$ cat config.mk
export PLATFORM = sky130hd
export DESIGN_NAME = lidar_sector_range_averager
export DESIGN_NICKNAME = d
export VERILOG_FILES = /design/src/rtl/lsra_pkg.sv /design/src/rtl/lidar_sector_range_averager.sv /design/src/rtl/lsra_cell.sv /design/src/rtl/lsra_div.sv
export SDC_FILE = /design/constraint.sdc
export NUM_CORES = 2
export LEC_CHECK = 0
export CAP_MARGIN = 20
export CORE_MARGIN = 5
export CORE_UTILIZATION = 55
export CTS_CLUSTER_DIAMETER = 40
export CTS_CLUSTER_SIZE = 25
export DETAILED_ROUTE_END_ITERATION = 8
export DONT_BUFFER_PORTS = 1
export HOLD_SLACK_MARGIN = 0.03
export PLACE_DENSITY = 0.72
export SKIP_LAST_GASP = 1
export SLEW_MARGIN = 20
export SYNTH_ARGS = -nofsm -noshare
export SYNTH_HDL_FRONTEND = slang
export SYNTH_HIERARCHICAL = 1
export SYNTH_SLANG_ARGS = --single-unit
$ cat constraint.sdc
create_clock -name clk -period 5.7 [get_ports clk]
set_input_delay 0.57 -clock clk [delete_from_list [all_inputs] [get_ports clk]]
set_output_delay 0.57 -clock clk [all_outputs]
set_load 0.05 [all_outputs]
$ cat src/rtl/lsra_pkg.sv
// shared types and constants of the lidar sector range averager
package lsra_pkg;

	localparam int SECTORS   = 12;
	localparam int SECTOR_W  = $clog2(SECTORS);
	localparam int RANGE_W   = 16;
	localparam int SUM_W     = 27;
	localparam int CNT_W     = 12;
	localparam int CENTRE_W  = 11;
	localparam int BAND_W    = 10;
	localparam int PACKED_W  = 44;
	localparam int CFG_IDX_W = 3;

	localparam logic [RANGE_W-1:0] MIN_VALID_MM = 16'd10;
	localparam logic [RANGE_W-1:0] EMPTY_MM     = 16'd9900;

	localparam logic [CFG_IDX_W-1:0] REG_RANGE_MAX = 3'd0;
	localparam logic [CFG_IDX_W-1:0] REG_BAND_HALF = 3'd1;
	localparam logic [CFG_IDX_W-1:0] REG_CARDINAL  = 3'd2;
	localparam logic [CFG_IDX_W-1:0] REG_OBLIQUE   = 3'd3;
	localparam logic [CFG_IDX_W-1:0] REG_SPAN      = 3'd4;

	typedef struct packed {
		logic sample_ok;
		logic close;
		logic shift;
	} lsra_ctl_t;

endpackage

$ cat src/rtl/lidar_sector_range_averager.sv
// top level: ray counter, sector cell chain, shared divider and result sequencer
// scan end: from the last_of_scan transfer to out_valid, each sector is loaded in turn;
//   an empty sector passes straight on, a sector with samples goes through the 27-step divider
// throughput: one range sample per cycle; a last_of_scan sample waits while the
//   previous scan's means are still being divided or not yet transferred out
// reset: config registers take their defaults, sums, counts and ray index clear
module lidar_sector_range_averager import lsra_pkg::*; #(
	parameter int MAX_RAYS = 2048
) (
	input  logic                 clk,
	input  logic                 arst_n,
	input  logic                 cfg_we,
	input  logic [CFG_IDX_W-1:0] cfg_index,
	input  logic [PACKED_W-1:0]  cfg_data,
	input  logic                 in_valid,
	output logic                 in_ready,
	input  logic [RANGE_W-1:0]   range_mm,
	input  logic                 range_finite,
	input  logic                 last_of_scan,
	output logic                 out_valid,
	input  logic                 out_ready,
	output logic [RANGE_W-1:0]   front_mean,
	output logic [RANGE_W-1:0]   back_mean,
	output logic [RANGE_W-1:0]   left_mean,
	output logic [RANGE_W-1:0]   right_mean,
	output logic [RANGE_W-1:0]   left_front_span_mean,
	output logic [RANGE_W-1:0]   left_back_span_mean,
	output logic [RANGE_W-1:0]   right_front_span_mean,
	output logic [RANGE_W-1:0]   right_back_span_mean,
	output logic [RANGE_W-1:0]   oblique_a_mean,
	output logic [RANGE_W-1:0]   oblique_b_mean,
	output logic [RANGE_W-1:0]   oblique_c_mean,
	output logic [RANGE_W-1:0]   oblique_d_mean
);

	localparam int IDX_W = $clog2(MAX_RAYS);

	typedef enum logic [1:0] {S_IDLE, S_LOAD, S_RUN, S_OUT} state_t;

	state_t state_q;

	logic [RANGE_W-1:0]  range_max_q;
	logic [BAND_W-1:0]   band_half_q;
	logic [PACKED_W-1:0] cardinal_q, oblique_q, span_q;
	logic [IDX_W-1:0]    ray_q;
	logic [SECTOR_W-1:0] sec_q;
	logic                out_valid_q;
	logic [RANGE_W-1:0]  res_q [SECTORS];

	logic                in_xfer, sample_ok, div_start, div_done, push;
	logic [RANGE_W-1:0]  quotient, push_val;
	lsra_ctl_t           ctl;

	logic [CENTRE_W-1:0] end_a [SECTORS];
	logic [CENTRE_W-1:0] end_b [SECTORS];
	logic                is_win [SECTORS];
	logic [SUM_W-1:0]    hold_sum [SECTORS+1];
	logic [CNT_W-1:0]    hold_cnt [SECTORS+1];

	// only a scan end has to wait for the snapshot chain to be free
	assign in_ready  = (state_q == S_IDLE) || !last_of_scan;
	assign in_xfer   = in_valid && in_ready;
	assign sample_ok = range_finite && (range_mm > MIN_VALID_MM) && (range_mm < range_max_q);

	always_comb begin
		ctl.sample_ok = in_xfer && sample_ok;
		ctl.close     = in_xfer && last_of_scan;
		ctl.shift     = (state_q == S_LOAD);
		div_start     = (state_q == S_LOAD) && (hold_cnt[0] != '0);
		push          = ((state_q == S_LOAD) && (hold_cnt[0] == '0))
			|| ((state_q == S_RUN) && div_done);
		push_val      = (state_q == S_LOAD) ? EMPTY_MM : quotient;
	end

	// sector ends: cardinal windows, four spans around left/right, oblique windows
	always_comb begin
		for (int k = 0; k < 4; k++) begin
			end_a[k]       = cardinal_q[k*CENTRE_W +: CENTRE_W];
			end_b[k]       = cardinal_q[k*CENTRE_W +: CENTRE_W];
			is_win[k]      = 1'b1;
			end_a[k+8]     = oblique_q[k*CENTRE_W +: CENTRE_W];
			end_b[k+8]     = oblique_q[k*CENTRE_W +: CENTRE_W];
			is_win[k+8]    = 1'b1;
			end_a[k+4]     = span_q[k*CENTRE_W +: CENTRE_W];
			end_b[k+4]     = cardinal_q[(2 + k/2)*CENTRE_W +: CENTRE_W];
			is_win[k+4]    = 1'b0;
		end
	end

	assign hold_sum[SECTORS] = '0;
	assign hold_cnt[SECTORS] = '0;

	for (genvar k = 0; k < SECTORS; k++) begin : g_cell
		lsra_cell #(.IDX_W(IDX_W)) u_cell (
			.clk       (clk),
			.arst_n    (arst_n),
			.ctl       (ctl),
			.idx       (ray_q),
			.end_a     (end_a[k]),
			.end_b     (end_b[k]),
			.is_window (is_win[k]),
			.band_half (band_half_q),
			.range_mm  (range_mm),
			.nb_sum    (hold_sum[k+1]),
			.nb_cnt    (hold_cnt[k+1]),
			.hold_sum  (hold_sum[k]),
			.hold_cnt  (hold_cnt[k])
		);
	end

	lsra_div u_div (
		.clk      (clk),
		.arst_n   (arst_n),
		.start    (div_start),
		.dividend (hold_sum[0]),
		.divisor  (hold_cnt[0]),
		.done     (div_done),
		.quotient (quotient)
	);

	always_ff @(posedge clk or negedge arst_n) begin
		if (!arst_n) begin
			range_max_q <= 16'd12000;
			band_half_q <= 10'd5;
			cardinal_q  <= '0;
			oblique_q   <= '0;
			span_q      <= '0;
		end else if (cfg_we) begin
			case (cfg_index)
				REG_RANGE_MAX: range_max_q <= cfg_data[RANGE_W-1:0];
				REG_BAND_HALF: band_half_q <= cfg_data[BAND_W-1:0];
				REG_CARDINAL:  cardinal_q  <= cfg_data;
				REG_OBLIQUE:   oblique_q   <= cfg_data;
				REG_SPAN:      span_q      <= cfg_data;
				default: ;
			endcase
		end
	end

	always_ff @(posedge clk or negedge arst_n) begin
		if (!arst_n) begin
			ray_q <= '0;
		end else if (in_xfer) begin
			if (last_of_scan || (ray_q == IDX_W'(MAX_RAYS - 1))) begin
				ray_q <= '0;
			end else begin
				ray_q <= ray_q + 1'b1;
			end
		end
	end

	always_ff @(posedge clk or negedge arst_n) begin
		if (!arst_n) begin
			state_q     <= S_IDLE;
			sec_q       <= '0;
			out_valid_q <= 1'b0;
		end else begin
			case (state_q)
				S_IDLE: begin
					sec_q <= '0;
					if (ctl.close) begin
						state_q <= S_LOAD;
					end
				end
				S_LOAD: begin
					if (div_start) begin
						state_q <= S_RUN;
					end else if (sec_q == SECTOR_W'(SECTORS - 1)) begin
						state_q     <= S_OUT;
						out_valid_q <= 1'b1;
					end else begin
						sec_q <= sec_q + 1'b1;
					end
				end
				S_RUN: begin
					if (div_done) begin
						if (sec_q == SECTOR_W'(SECTORS - 1)) begin
							state_q     <= S_OUT;
							out_valid_q <= 1'b1;
						end else begin
							sec_q   <= sec_q + 1'b1;
							state_q <= S_LOAD;
						end
					end
				end
				S_OUT: begin
					if (out_ready) begin
						state_q     <= S_IDLE;
						out_valid_q <= 1'b0;
					end
				end
				default: begin
					state_q     <= S_IDLE;
					out_valid_q <= 1'b0;
				end
			endcase
		end
	end

	// result chain: after twelve pushes entry k holds sector k
	always_ff @(posedge clk) begin
		if (push) begin
			for (int k = 0; k < SECTORS - 1; k++) begin
				res_q[k] <= res_q[k+1];
			end
			res_q[SECTORS-1] <= push_val;
		end
	end

	assign out_valid             = out_valid_q;
	assign front_mean            = res_q[0];
	assign back_mean             = res_q[1];
	assign left_mean             = res_q[2];
	assign right_mean            = res_q[3];
	assign left_front_span_mean  = res_q[4];
	assign left_back_span_mean   = res_q[5];
	assign right_front_span_mean = res_q[6];
	assign right_back_span_mean  = res_q[7];
	assign oblique_a_mean        = res_q[8];
	assign oblique_b_mean        = res_q[9];
	assign oblique_c_mean        = res_q[10];
	assign oblique_d_mean        = res_q[11];

endmodule

$ cat src/rtl/lsra_cell.sv
// one sector cell: window or span test, saturating accumulator and snapshot stage
module lsra_cell import lsra_pkg::*; #(
	parameter int IDX_W = 11
) (
	input  logic                clk,
	input  logic                arst_n,
	input  lsra_ctl_t           ctl,
	input  logic [IDX_W-1:0]    idx,
	input  logic [CENTRE_W-1:0] end_a,
	input  logic [CENTRE_W-1:0] end_b,
	input  logic                is_window,
	input  logic [BAND_W-1:0]   band_half,
	input  logic [RANGE_W-1:0]  range_mm,
	input  logic [SUM_W-1:0]    nb_sum,
	input  logic [CNT_W-1:0]    nb_cnt,
	output logic [SUM_W-1:0]    hold_sum,
	output logic [CNT_W-1:0]    hold_cnt
);

	localparam int CW = ((IDX_W > CENTRE_W) ? IDX_W : CENTRE_W) + 2;

	logic [CW-1:0]    idx_x, a_x, b_x, bh_x, lo_x, hi_x;
	logic             win_hit, span_hit, take;
	logic [SUM_W:0]   sum_add;
	logic [SUM_W-1:0] sum_sat, sum_cur, acc_sum_q, hold_sum_q;
	logic [CNT_W-1:0] cnt_inc, cnt_cur, acc_cnt_q, hold_cnt_q;

	always_comb begin
		idx_x    = CW'(idx);
		a_x      = CW'(end_a);
		b_x      = CW'(end_b);
		bh_x     = CW'(band_half);
		lo_x     = (a_x < b_x) ? a_x : b_x;
		hi_x     = (a_x < b_x) ? b_x : a_x;
		win_hit  = (idx_x + bh_x >= a_x) && (idx_x <= a_x + bh_x);
		span_hit = (idx_x >= lo_x) && (idx_x <= hi_x);
		take     = ctl.sample_ok && (is_window ? win_hit : span_hit);
		// a single range below 2^16 can only overflow through the carry
		sum_add  = {1'b0, acc_sum_q} + (SUM_W+1)'(range_mm);
		sum_sat  = sum_add[SUM_W] ? '1 : sum_add[SUM_W-1:0];
		cnt_inc  = (acc_cnt_q == '1) ? acc_cnt_q : acc_cnt_q + 1'b1;
		sum_cur  = take ? sum_sat : acc_sum_q;
		cnt_cur  = take ? cnt_inc : acc_cnt_q;
	end

	always_ff @(posedge clk or negedge arst_n) begin
		if (!arst_n) begin
			acc_sum_q <= '0;
			acc_cnt_q <= '0;
		end else if (ctl.close) begin
			acc_sum_q <= '0;
			acc_cnt_q <= '0;
		end else begin
			acc_sum_q <= sum_cur;
			acc_cnt_q <= cnt_cur;
		end
	end

	// snapshot of the closed scan, shifted toward the divider
	always_ff @(posedge clk) begin
		if (ctl.close) begin
			hold_sum_q <= sum_cur;
			hold_cnt_q <= cnt_cur;
		end else if (ctl.shift) begin
			hold_sum_q <= nb_sum;
			hold_cnt_q <= nb_cnt;
		end
	end

	assign hold_sum = hold_sum_q;
	assign hold_cnt = hold_cnt_q;

endmodule

$ cat src/rtl/lsra_div.sv
// restoring divider, one quotient bit per cycle
module lsra_div import lsra_pkg::*; (
	input  logic               clk,
	input  logic               arst_n,
	input  logic               start,
	input  logic [SUM_W-1:0]   dividend,
	input  logic [CNT_W-1:0]   divisor,
	output logic               done,
	output logic [RANGE_W-1:0] quotient
);

	localparam int STEP_W = $clog2(SUM_W);

	logic [SUM_W-1:0]  q_q;
	logic [CNT_W-1:0]  rem_q, div_q;
	logic [STEP_W-1:0] step_q;
	logic              run_q, done_q;
	logic [CNT_W:0]    rem_sh, diff;
	logic              fits;

	always_comb begin
		rem_sh = {rem_q, q_q[SUM_W-1]};
		diff   = rem_sh - {1'b0, div_q};
		fits   = rem_sh >= {1'b0, div_q};
	end

	always_ff @(posedge clk or negedge arst_n) begin
		if (!arst_n) begin
			run_q  <= 1'b0;
			done_q <= 1'b0;
			step_q <= '0;
		end else begin
			done_q <= 1'b0;
			if (start) begin
				run_q  <= 1'b1;
				step_q <= '0;
			end else if (run_q) begin
				step_q <= step_q + 1'b1;
				if (step_q == STEP_W'(SUM_W - 1)) begin
					run_q  <= 1'b0;
					done_q <= 1'b1;
				end
			end
		end
	end

	always_ff @(posedge clk) begin
		if (start) begin
			q_q   <= dividend;
			rem_q <= '0;
			div_q <= divisor;
		end else if (run_q) begin
			q_q   <= {q_q[SUM_W-2:0], fits};
			rem_q <= fits ? diff[CNT_W-1:0] : rem_sh[CNT_W-1:0];
		end
	end

	assign done     = done_q;
	assign quotient = q_q[RANGE_W-1:0];

endmodule

==> run metrics <==
outcome=complete, but fails checks; failing checks=slew limit; most used flip-flop cell after synthesis=edfxtp_1; Final Cycle Share=0.964; Rows=155; Hold WS=79.3 ps; crit path launch=band_half_q[2]$_DFFE_PN1P_; RSZ-0062 raised after global routing=yes; P_leak=46.3 nW; Worst-Margin Slew=1520 ps; Die Y=432 um; Routed WL per cell=21.5 um; hpwl dp=192000 um; Die Area=0.187 mm2; vias in the first global route=79100; CP max stage cell=dfstp_2; Final Worst Setup Slack=207 ps; Worst Setup Start Kind=flop; first-pass GRT wire length=429000 um; Hold Path Class=in2reg; DR vias/cell=6.26; Final Skew=123 ps; Hold Vio Cnt, Final=0; syn_area_per_cell=9.84 um2; Die Wd=432 um; clk buf depth=3; Synth cell types=116; final instance area=0.109 mm2; CP top delay family=compound AO/OA/AOI/OAI gates; Gate power share=0.421; starting density of the core=0.551; via count=79300; Max IR drop VDD=0.000316 V; CP Capture Type=flop; crit path DAT=6100 ps; switching share of power=0.387; initial antenna violation count=6; Mapped Area=0.0980 mm2; htree depth=4; clock share of power=0.298; CP Max Fanout=45; f_max=182 MHz; post-synthesis sequential area ratio=0.383; largest net degree at the start of global routing=652; CP Buf/Inv Count=1; GRT overflow=0; Syn-to-layout area delta=11.5%; Warnings, synthesis=6; final WL=272000 um; worst skew pair latency=870 ps; Psw=17.3 mW; final RePlAce weighted congestion=0.911; reg-to-reg startpoint=band_half_q[2]$_DFFE_PN1P_; Initial DRC Count=5459; Sequential Power Share=0.281; CTS clk-pin slew, worst paths=60 ps; Critical Path, Cell by Cell=buf_4 > ha_1 > nor2b_1 > o21ai_0 > a21boi_0 > o21ai_0 > a21boi_0 > o21ai_0 > or4b_2 > o211ai_1 > ha_1 > o21a_1 > a221oi_1 > nand2_1 > o2111ai_4 > nand2_8 > a31oi_1 > o2bb2ai_1; CTS Buf Count=207; total iterations of the first detailed-routing run=6; Post-CTS Setup Bufs=0; pwr dens=409 mW/mm2; Port Buf Inserts=0; ys async rst share=0.478; setup violators final=0; nets=11400; layout cell share with drive strength beyond 1=0.103; Crit Path Class=reg2reg; filler cell count=14400; Max Cap Violations=0; final max-slew violation count=4; Internal Power=27.4 mW; post-synthesis register bit count=1362; Core Area=0.178 mm2; CTS tree=done; Syn Inst Count=9956; Tot GR Track Use=0.284; residual DRC count=0; Post-DRT Antenna Nets=0; pre-CTS WS=202 ps; Ports=264; clock sink count=1362; required time worst endpoint=6310 ps; Post-synth EDFFs=699; fin crit period=5490 ps; Hold Path Origin=range_mm[0]; clock root cell=clkbuf_16; Most Frequent Cell on Critical Path=o21ai_0; Slew headroom=-0.0170; max incr delay on CP=710 ps; dpl cell area=0.101 mm2
-- worst min-delay path, stage by stage --
cell    delay, ps
ha_1          130
nor3_1         60
nor3_1        120
-- state kept, by name, indices dropped and copies added, names as in the netlist, 4 cells and up --
name,count
g_cell.u_cell/acc_cnt_q,144
ray_q,11
res_q,192
range_max_q,16
u_div/div_q,12
cardinal_q,44
u_div/step_q,5
g_cell.u_cell/acc_sum_q,324
g_cell.u_cell/hold_sum,324
sec_q,4
band_half_q,10
u_div/q_q,27
g_cell.u_cell/hold_cnt,144
span_q,44
u_div/rem_q,12
oblique_q,44
-- power groups by stage --
stage | sequential [mW] | clock, mW | combinational [mW]
after floorplan | 12.4 | 0 | 14.2
after global placement | 12.6 | 0 | 17.5
after detailed placement | 12.7 | 0 | 18.2
after CTS | 12.5 | 13.5 | 18.5
after global routing | 12.7 | 14.0 | 21.0
final | 12.5 | 13.3 | 18.8
-- kinds of logic after synthesis --
group	count (synthesis)	synth area share
AO/OA/AOI/OAI	2590	0.179
other	2	0.0000767
flip-flops	1362	0.383
XOR/XNOR	381	0.0341
AND/OR/NAND/NOR	2974	0.152
buffers and inverters	920	0.0402
multiplexers	561	0.0598
adder cells (fa/ha/maj)	1166	0.152
-- routing by layer --
metal  global-route usage  vias up  wire length (um)  share of wire
met5                    0        -                56        0.00021
met4                0.116        8             10800          0.040
met3               0.0503      643             18400          0.068
met2                0.484     2676            129000           0.48
met1                0.359    38500            113000           0.42
li1                     -    37500                 -              -
-- area by class of cell --
type                       count  area (um2)  share of cell area
clock inverter               165        2160              0.0197
clock buffer                 231        5370              0.0492
antenna                        3        7.51           0.0000687
timing repair buffer         236        2190              0.0201
sequential                  1362       37500               0.344
multi-input combinational   7738       56900               0.521
inverter                     574        2150              0.0197
tap                         2355        2950              0.0270
-- through the flow --
step / std cells / power [mW] / setup TNS [ps] / utilization
after floorplan: 10000 / 26.7 / 0 / -
after CTS: 12700 / 44.5 / 0 / 0.613
after global routing: 12700 / 47.7 / -3.99 / 0.614
final: 12700 / 44.7 / 0 / 0.614
after global placement: 12200 / 30.1 / 0 / 0.568
after detailed placement: 12200 / 30.9 / 0 / 0.568
-- cells in the final DEF, fill, tap and decap left out, types with 38 or more instances in the layout --
cell type and n:
ha_1 1129, nor2_1 851, edfxtp_1 699, nand2_1 683, dfrtp_1 630, a21oi_1 623, inv_1 559, o21ai_0 458
mux2i_1 364, nor3_1 299, xnor2_1 268, nand3_1 256, clkbuf_16 207, a21o_1 196, mux2_2 191, a211oi_1 172
buf_4 164, o31ai_1 152, and3_1 134, a31oi_1 127, nand2b_1 118, o21ai_1 116, xor2_1 113, nand4_1 111
nor2b_1 106, o21a_1 104, o2bb2ai_1 76, and4_1 67, conb_1 66, and2_1 57, a311oi_1 52, dlygate4sd3_1 50
o211ai_1 48, inv_6 38
-- cells in the mapped netlist, drive strengths merged, types with 36 or more instances --
| cell type | instances | area share |
|---|---|---|
| ha | 1129 | 0.14 |
| o21bai | 37 | 0.0028 |
| o211ai | 50 | 0.0039 |
| nand2b | 118 | 0.0075 |
| mux2i | 364 | 0.037 |
| mux2 | 197 | 0.023 |
| nand3 | 259 | 0.013 |
| and2 | 65 | 0.0044 |
| a21o | 197 | 0.015 |
| xnor2 | 268 | 0.024 |
| and4 | 67 | 0.0060 |
| buf | 117 | 0.0094 |
| nor2b | 106 | 0.0068 |
| nand4 | 111 | 0.0071 |
| dfrtp | 642 | 0.16 |
| a311oi | 54 | 0.0050 |
| inv | 568 | 0.022 |
| a21oi | 638 | 0.033 |
| a21boi | 36 | 0.0029 |
| nand2 | 694 | 0.027 |
| edfxtp | 699 | 0.21 |
| clkbuf | 229 | 0.0088 |
| o21a | 105 | 0.0080 |
| a31oi | 127 | 0.0081 |
| nor2 | 867 | 0.034 |
| o21ai | 588 | 0.030 |
| xor2 | 113 | 0.010 |
| o2bb2ai | 76 | 0.0068 |
| fa | 37 | 0.0076 |
| o31ai | 168 | 0.014 |
| a211oi | 187 | 0.015 |
| nor3 | 327 | 0.018 |
| and3 | 145 | 0.0098 |
-- path summary, 6_finish.rpt --
check | end | slack (ps) | cells after the start
max in group asynchronous | band_half_q[8]$_DFFE_PN0P_ | 2260 | 5
min in group asynchronous | g_cell[8].u_cell/acc_sum_q[5]$_DFF_PN0_ | 630 | 2
worst min register to register | u_div/div_q[8]$_DFFE_PP_ | 440 | 0
worst max register to register | g_cell[2].u_cell/hold_sum[21]$_DFFE_PP_ | 210 | 18
worst min-delay path | g_cell[2].u_cell/acc_sum_q[0]$_DFF_PN0_ | 80 | 3
worst max-delay path | g_cell[2].u_cell/hold_sum[21]$_DFFE_PP_ | 210 | 18
-- what timing repair did --
| action | in CTS | in global routing |
|---|---|---|
| setup endpoints to repair | 0 | 24 |
| endpoints found under the hold margin | 805 | 140 |
| hold buffers | 48 | 2 |
| resized for setup | 0 | 4 |
(Power assumes the default switching activity.)
